==> config.mk <==
export PLATFORM = sky130hd
export DESIGN_NAME = line_table_program_decoder
export DESIGN_NICKNAME = d
export VERILOG_FILES = /design/src/hdl/ltpd_pkg.sv /design/src/hdl/ltpd_front.sv /design/src/hdl/ltpd_queue.sv /design/src/hdl/ltpd_back.sv /design/src/hdl/line_table_program_decoder.sv
export SDC_FILE = /design/constraint.sdc
export NUM_CORES = 1
export LEC_CHECK = 0
export BUFFER_PORTS_ARGS = -buffer_cell sky130_fd_sc_hd__buf_2
export CORE_MARGIN = 3
export CORE_UTILIZATION = 60
export CTS_BUF_LIST = sky130_fd_sc_hd__clkbuf_4 sky130_fd_sc_hd__clkbuf_8
export DETAILED_ROUTE_END_ITERATION = 6
export PLACE_DENSITY_LB_ADDON = 0.2
export SYNTH_ARGS = -nofsm -noshare
export SYNTH_HDL_FRONTEND = slang
export SYNTH_SLANG_ARGS = --single-unit
==> constraint.sdc <==
create_clock -name i_clk -period 19.8 [get_ports i_clk]
set_input_delay 3.96 -clock i_clk [delete_from_list [all_inputs] [get_ports i_clk]]
set_output_delay 3.96 -clock i_clk [all_outputs]
set_load 0.01 [all_outputs]
==> src/hdl/ltpd_pkg.sv <==
package ltpd_pkg;

    // field widths
    localparam int BYTE_W   = 8;
    localparam int WORD_W   = 32;
    localparam int KIND_W   = 2;
    localparam int OUT_W    = 104;
    localparam int CFG_IDX_W = 2;

    // queue depth between decode and execute
    localparam int QUEUE_DEPTH_DEF = 2;

    // register indexes of the configuration port
    localparam logic [CFG_IDX_W-1:0] CFG_LINE_BASE   = 2'd0;
    localparam logic [CFG_IDX_W-1:0] CFG_LINE_RANGE  = 2'd1;
    localparam logic [CFG_IDX_W-1:0] CFG_OPCODE_BASE = 2'd2;
    localparam logic [CFG_IDX_W-1:0] CFG_MAX_ADDR    = 2'd3;

    // register reset values
    localparam logic [BYTE_W-1:0] RST_LINE_BASE   = 8'hFF;
    localparam logic [BYTE_W-1:0] RST_LINE_RANGE  = 8'd8;
    localparam logic [BYTE_W-1:0] RST_OPCODE_BASE = 8'd9;
    localparam logic [BYTE_W-1:0] RST_MAX_ADDR    = 8'd30;

    // standard opcodes
    localparam logic [BYTE_W-1:0] OPC_EXTENDED  = 8'h00;
    localparam logic [BYTE_W-1:0] OPC_COPY      = 8'h01;
    localparam logic [BYTE_W-1:0] OPC_ADV_PC    = 8'h02;
    localparam logic [BYTE_W-1:0] OPC_ADV_LINE  = 8'h03;
    localparam logic [BYTE_W-1:0] OPC_SET_FILE  = 8'h04;
    localparam logic [BYTE_W-1:0] OPC_CONST_ADD = 8'h08;

    // extended opcodes
    localparam logic [BYTE_W-1:0] EXT_END_SEQ   = 8'h01;
    localparam logic [BYTE_W-1:0] EXT_NEG_HIDE  = 8'h40;
    localparam logic [BYTE_W-1:0] EXT_RSV_LAST  = 8'h7F;

    // number of operand bytes that still contribute bits
    localparam logic [2:0] LEB_MAX_SHIFT = 3'd5;

    // result kinds
    localparam logic [KIND_W-1:0] KIND_ROW   = 2'd0;
    localparam logic [KIND_W-1:0] KIND_END   = 2'd1;
    localparam logic [KIND_W-1:0] KIND_ERROR = 2'd2;

    typedef enum logic [2:0] {
        PH_OPCODE,
        PH_LEB,
        PH_EXT_SIZE,
        PH_EXT_OP,
        PH_SKIP
    } t_phase;

    typedef enum logic [3:0] {
        CMD_ADV_PC,
        CMD_ADV_LINE,
        CMD_SET_FILE,
        CMD_COPY,
        CMD_CONST_ADD,
        CMD_SPECIAL,
        CMD_NEG_HIDDEN,
        CMD_END,
        CMD_ERROR
    } t_cmd_op;

    typedef struct packed {
        t_cmd_op             op;
        logic [WORD_W-1:0]   value;
    } t_cmd;

    typedef struct packed {
        logic [BYTE_W-1:0] line_base;
        logic [BYTE_W-1:0] line_range;
        logic [BYTE_W-1:0] opcode_base;
        logic [BYTE_W-1:0] max_addr_step;
    } t_cfg;

    typedef enum logic [1:0] {
        BK_IDLE,
        BK_DIV,
        BK_FIN
    } t_back_state;

endpackage

==> src/hdl/ltpd_front.sv <==
module ltpd_front (
    input  logic                       i_clk,
    input  logic                       i_rst_n,
    input  ltpd_pkg::t_cfg             i_cfg,
    input  logic                       i_accept,
    input  logic [ltpd_pkg::BYTE_W-1:0] i_byte,
    output logic                       o_push,
    output ltpd_pkg::t_cmd             o_cmd
);
    import ltpd_pkg::*;

    t_phase              r_phase, n_phase;
    t_cmd_op             r_pending, n_pending;
    logic [WORD_W-1:0]   r_accum, n_accum;
    logic [2:0]          r_shift, n_shift;
    logic [BYTE_W-1:0]   r_skip, n_skip;
    logic [WORD_W-1:0]   leb_bits;
    logic [WORD_W-1:0]   accum_new;

    // operand bits placed at the current group position
    always_comb begin
        case (r_shift)
            3'd0:    leb_bits = {25'd0, i_byte[6:0]};
            3'd1:    leb_bits = {18'd0, i_byte[6:0], 7'd0};
            3'd2:    leb_bits = {11'd0, i_byte[6:0], 14'd0};
            3'd3:    leb_bits = {4'd0, i_byte[6:0], 21'd0};
            3'd4:    leb_bits = {i_byte[3:0], 28'd0};
            default: leb_bits = '0;
        endcase
    end

    assign accum_new = r_accum | leb_bits;

    // decode phase and command generation
    always_comb begin
        n_phase   = r_phase;
        n_pending = r_pending;
        n_accum   = r_accum;
        n_shift   = r_shift;
        n_skip    = r_skip;
        o_push    = 1'b0;
        o_cmd     = '{op: CMD_ERROR, value: '0};
        if (i_accept) begin
            case (r_phase)
                PH_OPCODE: begin
                    if (i_byte == OPC_EXTENDED) begin
                        n_phase = PH_EXT_SIZE;
                    end else if (i_byte < i_cfg.opcode_base) begin
                        case (i_byte)
                            OPC_COPY: begin
                                o_push = 1'b1;
                                o_cmd.op = CMD_COPY;
                            end
                            OPC_ADV_PC: begin
                                n_pending = CMD_ADV_PC;
                                n_accum   = '0;
                                n_shift   = '0;
                                n_phase   = PH_LEB;
                            end
                            OPC_ADV_LINE: begin
                                n_pending = CMD_ADV_LINE;
                                n_accum   = '0;
                                n_shift   = '0;
                                n_phase   = PH_LEB;
                            end
                            OPC_SET_FILE: begin
                                n_pending = CMD_SET_FILE;
                                n_accum   = '0;
                                n_shift   = '0;
                                n_phase   = PH_LEB;
                            end
                            OPC_CONST_ADD: begin
                                o_push = 1'b1;
                                o_cmd.op = CMD_CONST_ADD;
                            end
                            default: begin
                                o_push    = 1'b1;
                                o_cmd.op  = CMD_ERROR;
                                n_pending = CMD_ADV_PC;
                                n_accum   = '0;
                                n_shift   = '0;
                                n_skip    = '0;
                            end
                        endcase
                    end else begin
                        o_push    = 1'b1;
                        o_cmd.op  = CMD_SPECIAL;
                        o_cmd.value = {{(WORD_W-BYTE_W){1'b0}}, i_byte - i_cfg.opcode_base};
                    end
                end
                PH_LEB: begin
                    if (r_shift < LEB_MAX_SHIFT) begin
                        n_shift = r_shift + 3'd1;
                    end
                    if (i_byte[7]) begin
                        n_accum = accum_new;
                    end else begin
                        o_push      = 1'b1;
                        o_cmd.op    = r_pending;
                        o_cmd.value = accum_new;
                        n_accum     = '0;
                        n_shift     = '0;
                        n_pending   = CMD_ADV_PC;
                        n_phase     = PH_OPCODE;
                    end
                end
                PH_EXT_SIZE: begin
                    n_skip  = (i_byte == '0) ? '0 : i_byte - 8'd1;
                    n_phase = PH_EXT_OP;
                end
                PH_EXT_OP: begin
                    if (i_byte == EXT_END_SEQ) begin
                        o_push    = 1'b1;
                        o_cmd.op  = CMD_END;
                        n_phase   = PH_OPCODE;
                        n_pending = CMD_ADV_PC;
                        n_accum   = '0;
                        n_shift   = '0;
                        n_skip    = '0;
                    end else if (i_byte >= EXT_NEG_HIDE && i_byte <= EXT_RSV_LAST) begin
                        if (i_byte == EXT_NEG_HIDE) begin
                            o_push   = 1'b1;
                            o_cmd.op = CMD_NEG_HIDDEN;
                        end
                        n_phase = (r_skip == '0) ? PH_OPCODE : PH_SKIP;
                    end else begin
                        o_push    = 1'b1;
                        o_cmd.op  = CMD_ERROR;
                        n_phase   = PH_OPCODE;
                        n_pending = CMD_ADV_PC;
                        n_accum   = '0;
                        n_shift   = '0;
                        n_skip    = '0;
                    end
                end
                PH_SKIP: begin
                    n_skip = (r_skip != '0) ? r_skip - 8'd1 : '0;
                    if (n_skip == '0) begin
                        n_phase = PH_OPCODE;
                    end
                end
                default: begin
                    n_phase = PH_OPCODE;
                end
            endcase
        end
    end

    // decode state registers
    always_ff @(posedge i_clk) begin
        if (!i_rst_n) begin
            r_phase   <= PH_OPCODE;
            r_pending <= CMD_ADV_PC;
            r_accum   <= '0;
            r_shift   <= '0;
            r_skip    <= '0;
        end else begin
            r_phase   <= n_phase;
            r_pending <= n_pending;
            r_accum   <= n_accum;
            r_shift   <= n_shift;
            r_skip    <= n_skip;
        end
    end

endmodule

==> src/hdl/ltpd_queue.sv <==
module ltpd_queue #(
    parameter int DEPTH = ltpd_pkg::QUEUE_DEPTH_DEF
) (
    input  logic           i_clk,
    input  logic           i_rst_n,
    input  logic           i_push,
    input  ltpd_pkg::t_cmd i_cmd,
    input  logic           i_pop,
    output logic           o_full,
    output logic           o_empty,
    output ltpd_pkg::t_cmd o_head
);
    import ltpd_pkg::*;

    localparam int PTR_W = (DEPTH > 1) ? $clog2(DEPTH) : 1;
    localparam int CNT_W = $clog2(DEPTH + 1);
    localparam logic [PTR_W-1:0] PTR_LAST = PTR_W'(DEPTH - 1);
    localparam logic [CNT_W-1:0] CNT_FULL = CNT_W'(DEPTH);

    t_cmd             r_entry [DEPTH];
    logic [PTR_W-1:0] r_wr_ptr, n_wr_ptr;
    logic [PTR_W-1:0] r_rd_ptr, n_rd_ptr;
    logic [CNT_W-1:0] r_count, n_count;

    assign o_full  = (r_count == CNT_FULL);
    assign o_empty = (r_count == '0);
    assign o_head  = r_entry[r_rd_ptr];

    // pointer and fill count update
    always_comb begin
        n_wr_ptr = r_wr_ptr;
        n_rd_ptr = r_rd_ptr;
        n_count  = r_count;
        if (i_push) begin
            n_wr_ptr = (r_wr_ptr == PTR_LAST) ? '0 : r_wr_ptr + 1'b1;
        end
        if (i_pop) begin
            n_rd_ptr = (r_rd_ptr == PTR_LAST) ? '0 : r_rd_ptr + 1'b1;
        end
        if (i_push && !i_pop) begin
            n_count = r_count + 1'b1;
        end else if (!i_push && i_pop) begin
            n_count = r_count - 1'b1;
        end
    end

    always_ff @(posedge i_clk) begin
        if (!i_rst_n) begin
            r_wr_ptr <= '0;
            r_rd_ptr <= '0;
            r_count  <= '0;
        end else begin
            r_wr_ptr <= n_wr_ptr;
            r_rd_ptr <= n_rd_ptr;
            r_count  <= n_count;
        end
    end

    // entry storage
    always_ff @(posedge i_clk) begin
        if (i_push) begin
            r_entry[r_wr_ptr] <= i_cmd;
        end
    end

endmodule

==> src/hdl/ltpd_back.sv <==
module ltpd_back (
    input  logic                        i_clk,
    input  logic                        i_rst_n,
    input  ltpd_pkg::t_cfg              i_cfg,
    input  logic                        i_cmd_valid,
    input  ltpd_pkg::t_cmd              i_cmd,
    output logic                        o_pop,
    input  logic                        i_out_ready,
    output logic                        o_out_valid,
    output logic [ltpd_pkg::KIND_W-1:0] o_kind,
    output logic                        o_row_valid,
    output logic [ltpd_pkg::WORD_W-1:0] o_file_index,
    output logic signed [ltpd_pkg::WORD_W-1:0] o_line,
    output logic [ltpd_pkg::WORD_W-1:0] o_code_offset,
    output logic                        o_hidden
);
    import ltpd_pkg::*;

    t_back_state        r_state, n_state;
    logic [WORD_W-1:0]  r_file, n_file;
    logic [WORD_W-1:0]  r_line, n_line;
    logic [WORD_W-1:0]  r_offset, n_offset;
    logic               r_hidden, n_hidden;
    logic               r_mod, n_mod;
    logic [BYTE_W:0]    r_rem, n_rem;
    logic [BYTE_W-1:0]  r_quo, n_quo;
    logic               r_step, n_step;

    logic               r_out_valid, n_out_valid;
    logic [KIND_W-1:0]  r_out_kind, n_out_kind;
    logic               r_out_row, n_out_row;
    logic [WORD_W-1:0]  r_out_file, n_out_file;
    logic [WORD_W-1:0]  r_out_line, n_out_line;
    logic [WORD_W-1:0]  r_out_offset, n_out_offset;
    logic               r_out_hidden, n_out_hidden;

    logic               can_emit;
    logic [BYTE_W:0]    divisor;
    logic [WORD_W-1:0]  base_ext;

    assign can_emit = !r_out_valid || i_out_ready;
    assign divisor  = (i_cfg.line_range == '0) ? 9'd1 : {1'b0, i_cfg.line_range};
    assign base_ext = {{(WORD_W-BYTE_W){i_cfg.line_base[BYTE_W-1]}}, i_cfg.line_base};

    // command execution, divide steps and result register
    always_comb begin
        logic [BYTE_W:0]   rem_v;
        logic [BYTE_W-1:0] quo_v;
        rem_v        = r_rem;
        quo_v        = r_quo;
        n_state      = r_state;
        n_file       = r_file;
        n_line       = r_line;
        n_offset     = r_offset;
        n_hidden     = r_hidden;
        n_mod        = r_mod;
        n_rem        = r_rem;
        n_quo        = r_quo;
        n_step       = r_step;
        o_pop        = 1'b0;
        n_out_valid  = r_out_valid && !i_out_ready;
        n_out_kind   = r_out_kind;
        n_out_row    = r_out_row;
        n_out_file   = r_out_file;
        n_out_line   = r_out_line;
        n_out_offset = r_out_offset;
        n_out_hidden = r_out_hidden;
        case (r_state)
            BK_IDLE: begin
                if (i_cmd_valid) begin
                    case (i_cmd.op)
                        CMD_COPY: begin
                            if (can_emit) begin
                                o_pop        = 1'b1;
                                n_out_valid  = 1'b1;
                                n_out_kind   = KIND_ROW;
                                n_out_row    = 1'b1;
                                n_out_file   = r_file;
                                n_out_line   = r_line;
                                n_out_offset = r_offset;
                                n_out_hidden = r_hidden;
                                n_mod        = 1'b0;
                            end
                        end
                        CMD_ADV_PC: begin
                            o_pop    = 1'b1;
                            n_offset = r_offset + i_cmd.value;
                            n_mod    = 1'b1;
                        end
                        CMD_ADV_LINE: begin
                            o_pop  = 1'b1;
                            n_line = r_line + i_cmd.value;
                            n_mod  = 1'b1;
                        end
                        CMD_SET_FILE: begin
                            o_pop  = 1'b1;
                            n_file = i_cmd.value;
                            n_mod  = 1'b1;
                        end
                        CMD_CONST_ADD: begin
                            o_pop    = 1'b1;
                            n_offset = r_offset
                                + {{(WORD_W-BYTE_W){1'b0}}, i_cfg.max_addr_step};
                            n_mod    = 1'b1;
                        end
                        CMD_NEG_HIDDEN: begin
                            o_pop    = 1'b1;
                            n_hidden = !r_hidden;
                            n_mod    = 1'b1;
                        end
                        CMD_SPECIAL: begin
                            o_pop   = 1'b1;
                            n_rem   = '0;
                            n_quo   = i_cmd.value[BYTE_W-1:0];
                            n_step  = 1'b0;
                            n_state = BK_DIV;
                        end
                        CMD_END: begin
                            if (can_emit) begin
                                o_pop        = 1'b1;
                                n_out_valid  = 1'b1;
                                n_out_kind   = KIND_END;
                                n_out_row    = r_mod;
                                n_out_file   = r_mod ? r_file : '0;
                                n_out_line   = r_mod ? r_line : '0;
                                n_out_offset = r_mod ? r_offset : '0;
                                n_out_hidden = r_mod && r_hidden;
                                n_file       = 32'd1;
                                n_line       = 32'd1;
                                n_offset     = '0;
                                n_hidden     = 1'b0;
                                n_mod        = 1'b0;
                            end
                        end
                        default: begin
                            // error: result carries no row
                            if (can_emit) begin
                                o_pop        = 1'b1;
                                n_out_valid  = 1'b1;
                                n_out_kind   = KIND_ERROR;
                                n_out_row    = 1'b0;
                                n_out_file   = '0;
                                n_out_line   = '0;
                                n_out_offset = '0;
                                n_out_hidden = 1'b0;
                                n_file       = 32'd1;
                                n_line       = 32'd1;
                                n_offset     = '0;
                                n_hidden     = 1'b0;
                                n_mod        = 1'b0;
                            end
                        end
                    endcase
                end
            end
            BK_DIV: begin
                // four restoring divide steps per cycle
                for (int k = 0; k < 4; k++) begin
                    rem_v = {rem_v[BYTE_W-1:0], quo_v[BYTE_W-1]};
                    quo_v = {quo_v[BYTE_W-2:0], 1'b0};
                    if (rem_v >= divisor) begin
                        rem_v    = rem_v - divisor;
                        quo_v[0] = 1'b1;
                    end
                end
                n_rem  = rem_v;
                n_quo  = quo_v;
                n_step = 1'b1;
                if (r_step) begin
                    n_state = BK_FIN;
                end
            end
            BK_FIN: begin
                if (can_emit) begin
                    n_offset     = r_offset + {{(WORD_W-BYTE_W){1'b0}}, r_quo};
                    n_line       = r_line + base_ext
                        + {{(WORD_W-BYTE_W-1){1'b0}}, r_rem};
                    n_out_valid  = 1'b1;
                    n_out_kind   = KIND_ROW;
                    n_out_row    = 1'b1;
                    n_out_file   = r_file;
                    n_out_line   = n_line;
                    n_out_offset = n_offset;
                    n_out_hidden = r_hidden;
                    n_mod        = 1'b0;
                    n_state      = BK_IDLE;
                end
            end
            default: begin
                n_state = BK_IDLE;
            end
        endcase
    end

    // control and row state
    always_ff @(posedge i_clk) begin
        if (!i_rst_n) begin
            r_state     <= BK_IDLE;
            r_file      <= 32'd1;
            r_line      <= 32'd1;
            r_offset    <= '0;
            r_hidden    <= 1'b0;
            r_mod       <= 1'b0;
            r_step      <= 1'b0;
            r_out_valid <= 1'b0;
        end else begin
            r_state     <= n_state;
            r_file      <= n_file;
            r_line      <= n_line;
            r_offset    <= n_offset;
            r_hidden    <= n_hidden;
            r_mod       <= n_mod;
            r_step      <= n_step;
            r_out_valid <= n_out_valid;
        end
    end

    // divider and result payload
    always_ff @(posedge i_clk) begin
        r_rem        <= n_rem;
        r_quo        <= n_quo;
        r_out_kind   <= n_out_kind;
        r_out_row    <= n_out_row;
        r_out_file   <= n_out_file;
        r_out_line   <= n_out_line;
        r_out_offset <= n_out_offset;
        r_out_hidden <= n_out_hidden;
    end

    assign o_out_valid   = r_out_valid;
    assign o_kind        = r_out_kind;
    assign o_row_valid   = r_out_row;
    assign o_file_index  = r_out_file;
    assign o_line        = r_out_line;
    assign o_code_offset = r_out_offset;
    assign o_hidden      = r_out_hidden;

endmodule

==> src/hdl/line_table_program_decoder.sv <==
// Line-number program decoder. Program bytes enter on the slave stream, one
// per transaction; the decode front takes a byte in every cycle while its
// command queue (QUEUE_DEPTH entries) has room, so operand, extended-size and
// skipped bytes each pass through the front at that rate. Each decoded
// command (copy, advance, set-file, const-add-pc, negate-hidden, end, error
// or special) then runs in the execute stage; a special opcode first runs a
// radix-16 restoring divider by line_range in BK_DIV. Rows, end marks and
// errors leave through a result register on the master stream, which the
// execute stage refills as soon as the held result is taken. Registers are
// written through the plain write port and should change only while idle.
module line_table_program_decoder #(
    parameter int QUEUE_DEPTH = ltpd_pkg::QUEUE_DEPTH_DEF
) (
    input  logic                           i_clk,
    input  logic                           i_rst_n,
    // slave stream, tdata: data_byte
    input  logic                           i_s_tvalid,
    output logic                           o_s_tready,
    input  logic [ltpd_pkg::BYTE_W-1:0]    i_s_tdata,
    // master stream
    output logic                           o_m_tvalid,
    input  logic                           i_m_tready,
    // tdata: row_valid, file_index, line, code_offset, hidden, zero pad
    output logic [ltpd_pkg::OUT_W-1:0]     o_m_tdata,
    // tuser: kind
    output logic [ltpd_pkg::KIND_W-1:0]    o_m_tuser,
    // register write port
    input  logic                           i_cfg_we,
    input  logic [ltpd_pkg::CFG_IDX_W-1:0] i_cfg_index,
    input  logic [ltpd_pkg::BYTE_W-1:0]    i_cfg_wdata
);
    import ltpd_pkg::*;

    t_cfg               r_cfg;
    logic               s_accept;
    logic               push;
    t_cmd               push_cmd;
    logic               q_full;
    logic               q_empty;
    t_cmd               q_head;
    logic               pop;
    logic               row_valid;
    logic [WORD_W-1:0]  file_index;
    logic signed [WORD_W-1:0] line;
    logic [WORD_W-1:0]  code_offset;
    logic               hidden;

    // configuration registers
    always_ff @(posedge i_clk) begin
        if (!i_rst_n) begin
            r_cfg.line_base     <= RST_LINE_BASE;
            r_cfg.line_range    <= RST_LINE_RANGE;
            r_cfg.opcode_base   <= RST_OPCODE_BASE;
            r_cfg.max_addr_step <= RST_MAX_ADDR;
        end else if (i_cfg_we) begin
            case (i_cfg_index)
                CFG_LINE_BASE:   r_cfg.line_base     <= i_cfg_wdata;
                CFG_LINE_RANGE:  r_cfg.line_range    <= i_cfg_wdata;
                CFG_OPCODE_BASE: r_cfg.opcode_base   <= i_cfg_wdata;
                CFG_MAX_ADDR:    r_cfg.max_addr_step <= i_cfg_wdata;
                default: begin
                end
            endcase
        end
    end

    // input transaction
    assign o_s_tready = !q_full;
    assign s_accept   = i_s_tvalid && !q_full;

    ltpd_front u_front (
        .i_clk    (i_clk),
        .i_rst_n  (i_rst_n),
        .i_cfg    (r_cfg),
        .i_accept (s_accept),
        .i_byte   (i_s_tdata),
        .o_push   (push),
        .o_cmd    (push_cmd)
    );

    ltpd_queue #(
        .DEPTH (QUEUE_DEPTH)
    ) u_queue (
        .i_clk   (i_clk),
        .i_rst_n (i_rst_n),
        .i_push  (push),
        .i_cmd   (push_cmd),
        .i_pop   (pop),
        .o_full  (q_full),
        .o_empty (q_empty),
        .o_head  (q_head)
    );

    ltpd_back u_back (
        .i_clk         (i_clk),
        .i_rst_n       (i_rst_n),
        .i_cfg         (r_cfg),
        .i_cmd_valid   (!q_empty),
        .i_cmd         (q_head),
        .o_pop         (pop),
        .i_out_ready   (i_m_tready),
        .o_out_valid   (o_m_tvalid),
        .o_kind        (o_m_tuser),
        .o_row_valid   (row_valid),
        .o_file_index  (file_index),
        .o_line        (line),
        .o_code_offset (code_offset),
        .o_hidden      (hidden)
    );

    // result packing, lowest field first
    assign o_m_tdata = {6'd0, hidden, code_offset, line, file_index, row_valid};

endmodule
==> flow_summary.ini <==
[min_path]
hp-start = r_cfg[10]
hp-class = register to register
hold_end = r_cfg[10]
whs_path_depth = 2

[clock_tree]
numCtsBuffers = 67
clk_pin_slew_ns = 0.06
cts_tree = built
hold_buffers = 0
cts_num_sinks = 376
cts_resized = 0
post_cts_buffers = 0
cts-root-buf = clkbuf_8
clk_path_buf_depth = 3
clock_latency_ns = 0.63
cts_max_level = 3

[run_status]
violations = design-rule violations
status = finished with violations

[critical_path]
cp.arrival_ns = 9.78
cp_top_family = compound AO/OA/AOI/OAI gates
r2r_slack_ns = 10.37
slowest_stage = a2111o_1
max_stage_delay_ns = 0.65
r2r_end = u_back.r_quo[0]
critPathMaxFanout = 13
required_ns = 20.16
critPathKind = register to register
worstRegToRegCells = 35
critPathLaunchType = register
critPathCaptureType = register
cpMostUsedCell = ha_1
crit_buf_inv = 2
reg2reg_from = r_cfg[17]

[pwr]
total_power_mw = 4.099
p_leak_nw = 10.69
powerDensity_nw_per_um2 = 155.5
vdd.ir_drop.worst_v = 0.0001721

[global_route]
grt_usage_pct = 32.01
grt_overflow = 0
grt_pass1_wl_um = 108300
grt_antenna_before_repair = 0
grt_max_degree = 68
first_global_vias = 20383

[drt]
first_pass_iters = 7
via_per_inst = 6.399
met1Wirelength_um = 29040
highest_layer = met4
ant_nets = 0
wl_um = 69800
drt_iter0_drc = 2246
route.met3.wl_um = 5241
wire_per_inst_um = 20.58
num_vias = 21707
wl_met2_um = 32420
drc_errors = 9

[synth]
async_flop_share_pct = 0
avgSynthCellArea_um2 = 8.794
yosysSeqAreaShare_pct = 39.10
yosysTopAreaCellShare_pct = 23.56
syn_inst = 2739
synth_edf_count = 189
synth-seq-cells = 376
synthTopCellsByArea = edfxtp_1 24%, dfxtp_1 16%, ha_1 9.0%
synthesis.area_um2 = 24090
yosysWarnings = 0
yosys.area.top_type = edfxtp_1
synth_ff_type = edfxtp_1
ys_types = 81

[sta]
fmax_mhz = 106.1
finalSetupViolations = 0
clock-skew-final_ns = 0.02571
finalHoldViolations = 0
finalSetupTns_ns = 0
post-route-min-period_ns = 9.429
rsz0062_at_grt = false
relSlewSlack_pct = 17.03
maxSlewViolCount = 0
fin_crit_sh_pct = 47.62
tightest_slew_ns = 1.236

[finish]
n_antenna_cell = 0
fin_nets = 3034
drive_gt1_share_pct = 10.54
fin_area_um2 = 26360
area_delta_synth_final_pct = 9.439
final_cells = 3392
utilization_pct = 67.27

[floorplanning]
io_pins = 131
core.rowCount = 72
start_util_pct = 61.47
die_width_um = 206.4
coreArea_um2 = 39190
die-area_um2 = 42580
die_y_um = 206.4

[placement]
place_area_um2 = 25020
dp_hpwl_um = 50280
dp_cells = 3268
io_buffers = 124
routabilityCongestion = 0.9653

[run]
drv_cap = 0
worst max path at each step:
stage	start	to	slack, ns	cells after the start
floorplan	r_cfg[20]	u_back.r_quo[0]	11.88	37
global placement	r_cfg[17]	u_back.r_quo[0]	10.73	35
detailed placement	r_cfg[17]	u_back.r_quo[0]	10.46	35
CTS	r_cfg[17]	u_back.r_quo[0]	10.41	35
global route	r_cfg[17]	u_back.r_quo[0]	9.56	35
finish	r_cfg[17]	u_back.r_quo[0]	10.37	35
sequential cells by signal, indices dropped and copies added, names as in the netlist, 9 cells and up, named ones only:
signal / flops
r_cfg: 32
u_back.r_file: 32
u_back.r_offset: 32
u_back.r_rem: 9
u_front.r_accum: 32
u_back.o_file_index: 32
u_queue.r_entry: 72
u_back.o_line: 32
u_back.r_line: 32
u_back.o_code_offset: 32
tightest hold or removal path: cells and delay by family (launching register included):
| kind | cells | cell delay (ns) |
|---|---|---|
| AOI/OAI and AO/OA | 1 | 0.05 |
| DFF | 1 | 0.31 |
| and+or+nand+nor | 1 | 0.05 |
per-layer routing:
metal  track usage [%]  vias to the layer above
met3             5.308                      197
met2             52.36                     1014
met1             42.08                    10267
li1                  -                    10229
met4             13.92                        0
met5                 0                        -
power breakdown:
part | internal [mW] | switching (mW) | total [mW]
clock network | 0.395 | 0.335 | 0.729
registers | 1.01 | 0.105 | 1.11
logic | 0.846 | 1.41 | 2.26
through the flow:
stage	hold WS [ns]	worst slack, ns
2_1_floorplan	0.4316	11.88
3_3_place_gp	0.4413	10.73
3_5_place_dp	0.4467	10.46
4_1_cts	0.4549	10.41
5_1_grt	0.4832	9.564
6_report	0.4566	10.37
synth_stat cells, types with 13 or more instances:
library cell and n:
o21ai_0 177, xnor2_1 67, a31oi_1 80, fa_1 18, nor4_1 13, xor2_1 31
o21a_1 24, nor3_1 91, mux2_2 16, nand4_1 17, o31ai_1 14, nand2b_1 34
clkbuf_1 121, a21oi_1 256, nand3_1 62, ha_1 174, o211ai_1 23, and3_1 16
a211oi_1 29, or3_1 25, nor2b_1 27, edfxtp_1 189, inv_1 113, nand2_1 246
a22o_1 40, nor2_1 297, mux2i_1 59, o21bai_1 17, o22ai_1 15, a21o_1 64
and2_1 15, dfxtp_1 187
cells in the final DEF, fill, tap and decap left out, drive strengths merged, types with 25 or more instances in the layout:
| cell type | netlist | routed |
|---|---|---|
| o21ai | 181 | 181 |
| edfxtp | 189 | 189 |
| nand3 | 62 | 62 |
| a21oi | 256 | 256 |
| buf | 19 | 147 |
| nor2 | 298 | 298 |
| a211oi | 29 | 29 |
| nand2b | 34 | 34 |
| clkbuf | 122 | 87 |
| nand2 | 246 | 246 |
| or3 | 25 | 25 |
| xnor2 | 67 | 67 |
| a21o | 64 | 64 |
| inv | 113 | 116 |
| clkinv | 0 | 28 |
| nor2b | 27 | 27 |
| ha | 174 | 174 |
| a31oi | 80 | 80 |
| a22o | 40 | 40 |
| nor3 | 91 | 91 |
| mux2i | 60 | 60 |
| xor2 | 31 | 31 |
| dfxtp | 187 | 187 |
kinds of logic (layout without fill, tap and decap cells):
| logic type | Yosys count | count (layout) | share of synthesized area (%) |
|---|---|---|---|
| AOI/OAI and AO/OA | 853 | 853 | 22.37 |
| buffers and inverters | 254 | 384 | 4.109 |
| and+or+nand+nor | 887 | 887 | 16.92 |
| muxes | 78 | 78 | 3.382 |
| other | 1 | 6 | 0.01557 |
| xor gates and xnor gates | 98 | 98 | 3.563 |
| DFF | 376 | 376 | 39.10 |
| adders and majority gates | 192 | 192 | 10.53 |
area by class of cell:
cell class	instances	area, um2
clock buffers	87	1104
clock inverters	37	239.0
fillers	3197	12830
inverters	113	424.2
multi-input cells	2114	13730
flip-flops and latches	376	9420
well taps	518	648.1
repair buffers	147	793.3
Power figures use the tool's default switching activity.
